### src/hdl/ndie_pkg.sv
// Shared constants and types for the decimal integer extractor.
package ndie_pkg;

    localparam int CHAR_WIDTH  = 8;
    localparam int INDEX_WIDTH = 8;
    localparam int OUT_WIDTH   = 32;
    localparam int START_WIDTH = 9;
    localparam int DIGIT_WIDTH = 4;

    localparam logic [START_WIDTH-1:0] START_MAX = '1;

    localparam logic [CHAR_WIDTH-1:0] CHAR_ZERO  = 8'd48;
    localparam logic [CHAR_WIDTH-1:0] CHAR_SPACE = 8'h20;
    localparam logic [CHAR_WIDTH-1:0] CHAR_COMMA = 8'h2C;
    localparam logic [CHAR_WIDTH-1:0] CHAR_SEMI  = 8'h3B;
    localparam logic [CHAR_WIDTH-1:0] CHAR_MINUS = 8'h2D;
    localparam logic [CHAR_WIDTH-1:0] DIGIT_COUNT = 8'd10;

    // Outcome flags of one string, handed from the scanner to the result path.
    typedef struct packed {
        logic found;
        logic negative;
    } t_fin_flags;

    function automatic logic is_delim(input logic [CHAR_WIDTH-1:0] c);
        return (c == CHAR_SPACE) || (c == CHAR_COMMA) || (c == CHAR_SEMI);
    endfunction

endpackage

### src/hdl/ndie_scanner.sv
// Per-character scan state: start detection, index match and digit accumulation.
module ndie_scanner #(
    parameter int VALUE_WIDTH = 32
) (
    input  logic                              i_clk,
    input  logic                              i_rst_n,
    input  logic                              i_accept,
    input  logic [ndie_pkg::CHAR_WIDTH-1:0]   i_char,
    input  logic                              i_last,
    input  logic [ndie_pkg::INDEX_WIDTH-1:0]  i_field_index,
    output logic [VALUE_WIDTH-1:0]            o_fin_acc,
    output ndie_pkg::t_fin_flags              o_fin_flags
);

    typedef enum logic [1:0] {
        PH_SEARCH  = 2'd0,
        PH_COLLECT = 2'd1,
        PH_DONE    = 2'd2
    } t_phase;

    logic [ndie_pkg::CHAR_WIDTH-1:0]  r_prev, r_prev2;
    logic [1:0]                       r_pos;
    logic [ndie_pkg::START_WIDTH-1:0] r_starts, n_starts;
    logic [VALUE_WIDTH-1:0]           r_acc, n_acc;
    logic                             r_neg, n_neg;
    t_phase                           r_phase, n_phase;

    logic [ndie_pkg::CHAR_WIDTH-1:0]  diff;
    logic                             dig, start;
    logic [VALUE_WIDTH-1:0]           digit_ext;

    always_comb begin
        diff      = i_char - ndie_pkg::CHAR_ZERO;
        dig       = diff < ndie_pkg::DIGIT_COUNT;
        digit_ext = VALUE_WIDTH'(diff[ndie_pkg::DIGIT_WIDTH-1:0]);
        start     = dig && ((r_pos == 2'd0) || ndie_pkg::is_delim(r_prev) ||
                    ((r_prev == ndie_pkg::CHAR_MINUS) &&
                     ((r_pos == 2'd1) || ndie_pkg::is_delim(r_prev2))));
    end

    always_comb begin
        n_starts = r_starts;
        n_acc    = r_acc;
        n_neg    = r_neg;
        n_phase  = r_phase;
        case (r_phase)
            PH_SEARCH: begin
                if (start) begin
                    if (r_starts == {1'b0, i_field_index}) begin
                        n_phase = PH_COLLECT;
                        n_neg   = (r_pos != 2'd0) && (r_prev == ndie_pkg::CHAR_MINUS);
                        n_acc   = digit_ext;
                    end else if (r_starts != ndie_pkg::START_MAX) begin
                        n_starts = r_starts + 1'b1;
                    end
                end
            end
            PH_COLLECT: begin
                if (dig) begin
                    n_acc = (r_acc << 3) + (r_acc << 1) + digit_ext;
                end else begin
                    n_phase = PH_DONE;
                end
            end
            default: begin
            end
        endcase
    end

    // Final values of the string, valid in the cycle its last character is accepted.
    assign o_fin_acc            = n_acc;
    assign o_fin_flags.found    = (n_phase != PH_SEARCH);
    assign o_fin_flags.negative = n_neg;

    always_ff @(posedge i_clk) begin
        if (!i_rst_n || (i_accept && i_last)) begin
            r_prev   <= '0;
            r_prev2  <= '0;
            r_pos    <= '0;
            r_starts <= '0;
            r_acc    <= '0;
            r_neg    <= 1'b0;
            r_phase  <= PH_SEARCH;
        end else if (i_accept) begin
            r_prev2  <= r_prev;
            r_prev   <= i_char;
            r_pos    <= (r_pos == 2'd2) ? r_pos : r_pos + 2'd1;
            r_starts <= n_starts;
            r_acc    <= n_acc;
            r_neg    <= n_neg;
            r_phase  <= n_phase;
        end
    end

endmodule

### src/hdl/nth_decimal_integer_extractor.sv
// Top level: picks the configured decimal integer out of a character stream.
// A string's result is registered in the finish stage and then in the output stage.
// Throughput: one character per cycle while o_s_tready is high; the scan state updates in the accept cycle.
// Output backpressure stalls input only once both the finish and output stages are full.
// Reset (i_rst_n low, synchronous) clears scan state, both stages and field_index to 0.
// The block keeps the field index across strings; each string resets the scan state.
module nth_decimal_integer_extractor #(
    parameter int VALUE_WIDTH = 32
) (
    input  logic                              i_clk,
    input  logic                              i_rst_n,
    // character stream
    input  logic                              i_s_tvalid,
    output logic                              o_s_tready,
    input  logic [ndie_pkg::CHAR_WIDTH-1:0]   i_s_tdata,   // [7:0] character
    input  logic                              i_s_tlast,   // last character of the string
    // result stream
    output logic                              o_m_tvalid,
    input  logic                              i_m_tready,
    output logic [ndie_pkg::OUT_WIDTH-1:0]    o_m_tdata,   // [31:0] value (signed)
    output logic                              o_m_tuser,   // [0] found
    // field index register
    input  logic                              i_cfg_valid,
    output logic                              o_cfg_ready,
    input  logic [ndie_pkg::INDEX_WIDTH-1:0]  i_cfg_data
);

    localparam int CopyW = (VALUE_WIDTH < ndie_pkg::OUT_WIDTH) ?
                           VALUE_WIDTH : ndie_pkg::OUT_WIDTH;

    logic [ndie_pkg::INDEX_WIDTH-1:0] r_field_index;

    logic                       accept, s2_free, s1_move;
    logic [VALUE_WIDTH-1:0]     fin_acc;
    ndie_pkg::t_fin_flags       fin_flags;

    // Finish stage: holds the raw magnitude and flags of a completed string.
    logic                       r_s1_valid;
    logic [VALUE_WIDTH-1:0]     r_s1_acc;
    ndie_pkg::t_fin_flags       r_s1_flags;

    // Output stage.
    logic                       r_out_valid;
    logic [ndie_pkg::OUT_WIDTH-1:0] r_out_value, n_out_value;
    logic                       r_out_found;
    logic [VALUE_WIDTH-1:0]     signed_acc;

    // Config writes must only be issued while idle; the block does not enforce this and always takes them.
    assign o_cfg_ready = 1'b1;

    always_ff @(posedge i_clk) begin
        if (!i_rst_n) begin
            r_field_index <= '0;
        end else if (i_cfg_valid && o_cfg_ready) begin
            r_field_index <= i_cfg_data;
        end
    end

    // Advance the finish stage when the output stage is empty or being drained.
    assign s2_free    = !r_out_valid || i_m_tready;
    assign s1_move    = r_s1_valid && s2_free;
    assign o_s_tready = !r_s1_valid || s1_move;
    assign accept     = i_s_tvalid && o_s_tready;

    ndie_scanner #(
        .VALUE_WIDTH (VALUE_WIDTH)
    ) u_scanner (
        .i_clk         (i_clk),
        .i_rst_n       (i_rst_n),
        .i_accept      (accept),
        .i_char        (i_s_tdata),
        .i_last        (i_s_tlast),
        .i_field_index (r_field_index),
        .o_fin_acc     (fin_acc),
        .o_fin_flags   (fin_flags)
    );

    always_ff @(posedge i_clk) begin
        if (!i_rst_n) begin
            r_s1_valid <= 1'b0;
        end else if (accept && i_s_tlast) begin
            r_s1_valid <= 1'b1;
        end else if (s1_move) begin
            r_s1_valid <= 1'b0;
        end
    end

    always_ff @(posedge i_clk) begin
        if (accept && i_s_tlast) begin
            r_s1_acc   <= fin_acc;
            r_s1_flags <= fin_flags;
        end
    end

    // Negate and fit the result to the output width; drop to 0 when not found.
    always_comb begin
        signed_acc  = r_s1_flags.negative ? (VALUE_WIDTH'(0) - r_s1_acc) : r_s1_acc;
        n_out_value = r_s1_flags.found ?
                      ndie_pkg::OUT_WIDTH'(signed_acc[CopyW-1:0]) : '0;
    end

    always_ff @(posedge i_clk) begin
        if (!i_rst_n) begin
            r_out_valid <= 1'b0;
        end else if (s1_move) begin
            r_out_valid <= 1'b1;
        end else if (i_m_tready) begin
            r_out_valid <= 1'b0;
        end
    end

    always_ff @(posedge i_clk) begin
        if (s1_move) begin
            r_out_value <= n_out_value;
            r_out_found <= r_s1_flags.found;
        end
    end

    assign o_m_tvalid = r_out_valid;
    assign o_m_tdata  = r_out_value;
    assign o_m_tuser  = r_out_found;

    // A last character always lands in the finish stage.
    a_last_fills_s1: assert property (@(posedge i_clk) disable iff (!i_rst_n)
        accept && i_s_tlast |=> r_s1_valid)
        else $error("finish stage empty after last character");

    // A blocked finish stage keeps its contents.
    a_s1_holds: assert property (@(posedge i_clk) disable iff (!i_rst_n)
        r_s1_valid && !s2_free |=> r_s1_valid && $stable(r_s1_acc) && $stable(r_s1_flags))
        else $error("finish stage lost or changed while blocked");

    // A moved result shows up on the output.
    a_move_to_out: assert property (@(posedge i_clk) disable iff (!i_rst_n)
        s1_move |=> r_out_valid)
        else $error("result moved but output not valid");

    // A result that was not found carries value zero.
    a_not_found_zero: assert property (@(posedge i_clk) disable iff (!i_rst_n)
        r_out_valid && !r_out_found |-> r_out_value == '0)
        else $error("nonzero value on a not-found result");

endmodule

### config.mk
export PLATFORM = sky130hd
export DESIGN_NAME = nth_decimal_integer_extractor
export DESIGN_NICKNAME = d
export VERILOG_FILES = /design/src/hdl/ndie_pkg.sv /design/src/hdl/ndie_scanner.sv /design/src/hdl/nth_decimal_integer_extractor.sv
export SDC_FILE = /design/constraint.sdc
export NUM_CORES = 1
export LEC_CHECK = 0
export ABC_AREA = 0
export BUFFER_PORTS_ARGS = -buffer_cell sky130_fd_sc_hd__buf_2
export CAP_MARGIN = 20
export CELL_PAD_IN_SITES_DETAIL_PLACEMENT = 0
export CELL_PAD_IN_SITES_GLOBAL_PLACEMENT = 1
export CORE_MARGIN = 2
export CORE_UTILIZATION = 40
export CTS_CLUSTER_DIAMETER = 100
export CTS_CLUSTER_SIZE = 24
export DETAILED_ROUTE_END_ITERATION = 16
export PLACE_DENSITY_LB_ADDON = 0.25
export SLEW_MARGIN = 20
export SYNTH_ARGS = -nofsm -noshare
export SYNTH_HDL_FRONTEND = slang
export SYNTH_HIERARCHICAL = 1
export SYNTH_SLANG_ARGS = --single-unit
### constraint.sdc
create_clock -name i_clk -period 4.5 [get_ports i_clk]
set_input_delay 0.675 -clock i_clk [delete_from_list [all_inputs] [get_ports i_clk]]
set_output_delay 0.675 -clock i_clk [all_outputs]
set_load 0.05 [all_outputs]
Word level (Yosys, flattened, before mapping)
Cells that the tools add are included.
- bits in registers: 139
- output and inout bits: 36
- logic and storage cells: 79
- add/sub/neg operators: 6
- $lt $le $gt $ge: 1
- eq/ne operators: 12
- mux-type cells: 16
- bitwise operators: 2
- reductions and logical operators: 27
- operators by type and width (cell ; number):
    2-to-1 mux 32 bit ; 4
    case mux 32 bit (2 select lines) ; 1
    == test 8 x 6 -> 1 bit (second input constant) ; 7
    adder 32 bit ; 1
    adder 32 x 4 -> 32 bit ; 1
    subtractor 1 x 32 -> 32 bit (first input constant) ; 1
    logical OR 1 bit ; 10
    adder 9 x 1 -> 9 bit (second input constant) ; 1
    == test 9 x 8 -> 1 bit ; 1
    != test 9 bit (second input constant) ; 1
    < comparator 8 x 4 -> 1 bit (second input constant) ; 1
    nonzero test 2 bit ; 4
    subtractor 8 x 6 -> 8 bit (second input constant) ; 1
    2-to-1 mux 1 bit ; 7
    logical AND 1 bit ; 6
    2-to-1 mux 2 bit ; 3
    AND reduction 5 bit ; 1
    == test 2 x 1 -> 1 bit (second input constant) ; 2
    logical NOT 2 bit ; 2
    case mux 2 bit (2 select lines) ; 1
    logical NOT 1 bit ; 3
    adder 2 x 1 -> 2 bit (second input constant) ; 1
    == test 2 bit (second input constant) ; 1
    NOT 1 bit ; 2
    AND reduction 2 bit ; 1

Depth between registers and ports, before layout
- depth after elaboration: 10
- mapped depth: 12
- mapped depth without buffers: 12

Cells and area by module
Netlist, hierarchy kept.
- modules (own cells, without submodules) (module ; times used ; cells an instance ; area an instance (um2)):
    ndie_scanner ; 1 ; 591 ; 4931.0
    nth_decimal_integer_extractor ; 1 ; 234 ; 3358.2

Worst setup path after synthesis
Ideal clock, no wire load.
- path kind: in2reg
- start: input i_s_tdata[3] (netlist bit)
- end: register r_s1_acc[30] (data pin)
- arrival: 3358 ps
- data required time: 4235 ps
- slack: 877 ps
- cell stages on the path: 11
- path buffers: 0
- path through: inv_1 fa_1 fa_1 and2b_1 o31a_1 o21ai_1 o21ba_2 o21bai_1 a41oi_2 a22o_1 or3_1
- cells in the longest elaborated chain, start to end: 5
- ends and longest elaborated chain (element ; RTL line ; source):
    start: declaration ; nth_decimal_integer_extractor.sv:15 ; input logic [ndie_pkg::CHAR_WIDTH-1:0] i_s_tdata,
    subtractor 8 x 6 -> 8 bit * ; ndie_scanner.sv:33 ; diff = i_char - ndie_pkg::CHAR_ZERO;
    branches (longest 3 deep; another with adder 32 x 4 -> 32 bit) ; n/a ;
    case mux 32 bit (2 select lines) * ; ndie_scanner.sv:46 ; case (r_phase)
    net fin_acc[30] ; nth_decimal_integer_extractor.sv:34 ; logic [VALUE_WIDTH-1:0] fin_acc;
    end signal: assignment ; nth_decimal_integer_extractor.sv:90 ; r_s1_acc <= fin_acc;
    end: declaration ; nth_decimal_integer_extractor.sv:39 ; logic [VALUE_WIDTH-1:0] r_s1_acc;
Mark *: on every way through the listed nets, which the timed path passes.
A chain may end at the register's enable or synchronous reset.

Final worst setup path
Same ends and word-level chain as after synthesis.

==> flow_metrics.env <==
export IMPL_worst_slew_pin_slew_ns=1.02
export IMPL_setup_repair_after_global_routing_missed_its_margin="false"
export IMPL_leakagePower_nw=3.93
export IMPL_required_time_at_the_endpoint_of_the_critical_path_ns=4.65
export IMPL_synthesis_nets=913
export IMPL_synth_area_leaders="sky130_fd_sc_hd__edfxtp_1, sky130_fd_sc_hd__dfxtp_1, sky130_fd_sc_hd__ha_1"
export IMPL_final_setup_skew_ns=0.0116
export IMPL_final_setup_viol_count=0
export IMPL_final_setup_worst_slack_ns=0.891
export IMPL_slew_violations=0
export IMPL_syn_instance_count=825
export IMPL_yosysSeqAreaShare=0.417
export IMPL_cts_max_path_buffers=2
export IMPL_synth_most_common_cell="sky130_fd_sc_hd__nor2_1"
export IMPL_route_detailed_wl_per_inst_um=15.4
export IMPL_critical_path_max_fanout=5
export IMPL_timing_critical_path_from_type="primary input"
export IMPL_power_w=0.00306
export IMPL_yosys_cell_types_count=76
export IMPL_initial_detailed_routing_violation_count=456
export IMPL_synth_simple_gate_area_frac=0.162
export IMPL_ratio_of_cells_with_drive_above_1_in_the_final_layout=0.137
export IMPL_synth_async_reset_ratio=0
export IMPL_synth_cells_most_frequent="sky130_fd_sc_hd__nor2_1, sky130_fd_sc_hd__dfxtp_1, sky130_fd_sc_hd__edfxtp_1, sky130_fd_sc_hd__ha_1, sky130_fd_sc_hd__xnor2_1"
export IMPL_io_pins=58
export IMPL_synth_top_area_cell="sky130_fd_sc_hd__edfxtp_1"
export IMPL_drc=0
export IMPL_clkSinkCount=139
export IMPL_synthesized_area_fraction_occupied_by_xor_and_xnor_cells=0.0718
export IMPL_cts_max_level=4
export IMPL_synth_top_family_by_area="compound AO/OA/AOI/OAI gates"
export IMPL_quantity_of_gates_resized_following_cts=0
export IMPL_critical_path_endpoint_type="register"
export IMPL_maxCapViolCount=0
export IMPL_detail_route_first_pass_iterations=5
export IMPL_finalCritPeriodShare=0.802
export IMPL_cts_root_buf="sky130_fd_sc_hd__clkbuf_16"
export IMPL_outcome="finished, final reports clean"
export IMPL_grt_first_pass_wirelength_um=30200
export IMPL_worst_ir_drop_vdd_mv=0.231
export IMPL_worstSkewPairLatency_ns=0.42
export IMPL_setup_worst_path_class="primary input to register"
export IMPL_synth_edff_count=67
export IMPL_core_um2=20300
export IMPL_detail_route_wirelength_um=17800
export IMPL_maxSlewHeadroom=0.318
export IMPL_placement_stage_worst_setup_slack_ns=0.474
export IMPL_design_final_nets=961
export IMPL_synth_area_per_cell_um2=10.0
export IMPL_start_util=0.408
export IMPL_vias_per_cell=5.29
export IMPL_areaGrowthSynthToFinish_pct=13.4
export IMPL_max_clock_freq_ghz=0.277
export IMPL_mappedNetlistArea_um2=8290
export IMPL_placement_rows=52
export IMPL_final_antenna_net_count=0
export IMPL_path_clk_slew_ns=0.06
export IMPL_hold_path_class="register to register"
export IMPL_grt_start_max_net_pins=35
export IMPL_chipWidth_um=148
export IMPL_gpl_final_weighted_congestion=0.826
export IMPL_global_route_overflow_total=0
export IMPL_ys_ff_latch=139
export IMPL_cts_made_buffers=17
export IMPL_tritoncts="built"
export IMPL_fin_crit_ns=3.61
export IMPL_vias=6113
export IMPL_synth_adder_area_share=0.101
export IMPL_die_area_um2=21900
export IMPL_synth_compound_area_share=0.178
export IMPL_grt_use_total=0.170
export IMPL_yosys_area_top_type_share=0.243
export IMPL_power_density_cells_nw_per_um2=325
export IMPL_ys_flop_type="sky130_fd_sc_hd__dfxtp_1"
export IMPL_fp_dieH_um=148
export IMPL_yosys_warns=6
export IMPL_final_hold_violation_count=0
export IMPL_diodes_inserted=0
export IMPL_cts_hold_fix_buffers=0
export IMPL_cts_repair_timing_setup_buffer_count=0
export IMPL_grt_pass1_vias=5729
export IMPL_worst_ep_arrival_time_ns=3.76
export IMPL_port_buffers=56
export IMPL_grt_antenna_before_repair=0
export IMPL_dpl_hpwl_um=13200
export IMPL_setup_tns_ns=0
export IMPL_synth_area_mux_share=0.0408
[sequential cells by signal, indices dropped and copies added, names as in the netlist, 2 cells and up]
signal	cells
u_scanner/r_prev	8
u_scanner/r_starts	9
u_scanner/r_pos	2
u_scanner/r_phase	2
r_field_index	8
u_scanner/r_acc	32
u_scanner/r_prev2	8
o_m_tdata	32
r_s1_flags	2
r_s1_acc	32
[where the power goes]
part	total, W	switching [W]	internal [W]
Combinational	0.000252	0.000157	0.0000944
Clock	0.00141	0.000586	0.000823
Sequential	0.00140	0.0000360	0.00136
[area by class of cell]
cell class	count	area, µm²
fillers	1938	10900
repair buffers	63	333
clock buffers	19	464
flip-flops and latches	139	3450
inverters	21	78.8
well taps	270	338
multi-input cells	631	4610
clock inverters	13	130
[path summary, 6_finish.rpt]
path	from	to	slack, ns	cells after the start
hold / removal	u_scanner/r_acc[31]$_SDFFE_PP0P_	u_scanner/r_acc[31]$_SDFFE_PP0P_	0.49	1
setup / recovery	i_s_tdata[3]	r_s1_acc[30]$_DFFE_PP_	0.89	12
setup reg to reg	u_scanner/r_acc[2]$_SDFFE_PP0P_	r_s1_acc[30]$_DFFE_PP_	0.89	11
hold reg to reg	u_scanner/r_acc[31]$_SDFFE_PP0P_	u_scanner/r_acc[31]$_SDFFE_PP0P_	0.49	1
[routing by layer]
layer  wire (µm)  vias up  GRT usage
li1            -     3136          -
met3         723       20     0.0306
met1        9460     2838      0.256
met2        7360      119      0.250
met4         273        0     0.0500
met5           0        -          0
[cell families after synthesis]
| kind of cell | Yosys count |
|---|---|
| AOI/OAI and AO/OA | 200 |
| xor gates and xnor gates | 68 |
| adders and majority gates | 66 |
| buffers and inverters | 55 |
| DFF | 139 |
| muxes | 33 |
| other | 1 |
| and+or+nand+nor | 263 |
[worst max-delay path: stages]
cell and delay (ns):
sky130_fd_sc_hd__buf_2 0.11, sky130_fd_sc_hd__inv_1 0.07, sky130_fd_sc_hd__fa_1 0.52, sky130_fd_sc_hd__fa_1 0.45, sky130_fd_sc_hd__and2b_1 0.24, sky130_fd_sc_hd__o31a_1 0.18, sky130_fd_sc_hd__o21ai_1 0.14, sky130_fd_sc_hd__o21ba_2 0.28
sky130_fd_sc_hd__o21bai_1 0.25, sky130_fd_sc_hd__a41oi_2 0.24, sky130_fd_sc_hd__a22o_1 0.23, sky130_fd_sc_hd__or3_1 0.37
[placed cells by master, fill, tap and decap left out, types with 21 or more instances in the layout]
cell                       count
sky130_fd_sc_hd__xnor2_1      52
sky130_fd_sc_hd__dfxtp_1      72
sky130_fd_sc_hd__nand2_1      47
sky130_fd_sc_hd__a22o_1       27
sky130_fd_sc_hd__mux2i_1      30
sky130_fd_sc_hd__buf_2        56
sky130_fd_sc_hd__o21ai_0      25
sky130_fd_sc_hd__a21oi_1      35
sky130_fd_sc_hd__edfxtp_1     67
sky130_fd_sc_hd__nor2_1       81
sky130_fd_sc_hd__ha_1         64
sky130_fd_sc_hd__inv_1        21
sky130_fd_sc_hd__and2_1       32
[through the flow]
stage / hold slack (ns) / cells / utilization / area [µm²]
final: 0.488 / 1156 / 0.463 / 9400
after global routing: 0.507 / 1156 / 0.463 / 9400
after CTS: 0.486 / 1156 / 0.463 / 9400
after detailed placement: 0.467 / 1124 / 0.434 / 8810
after global placement: 0.472 / 1124 / 0.434 / 8810
after floorplan: 0.450 / 825 / - / 8290
No activity file was read; power rests on OpenSTA's default activity.
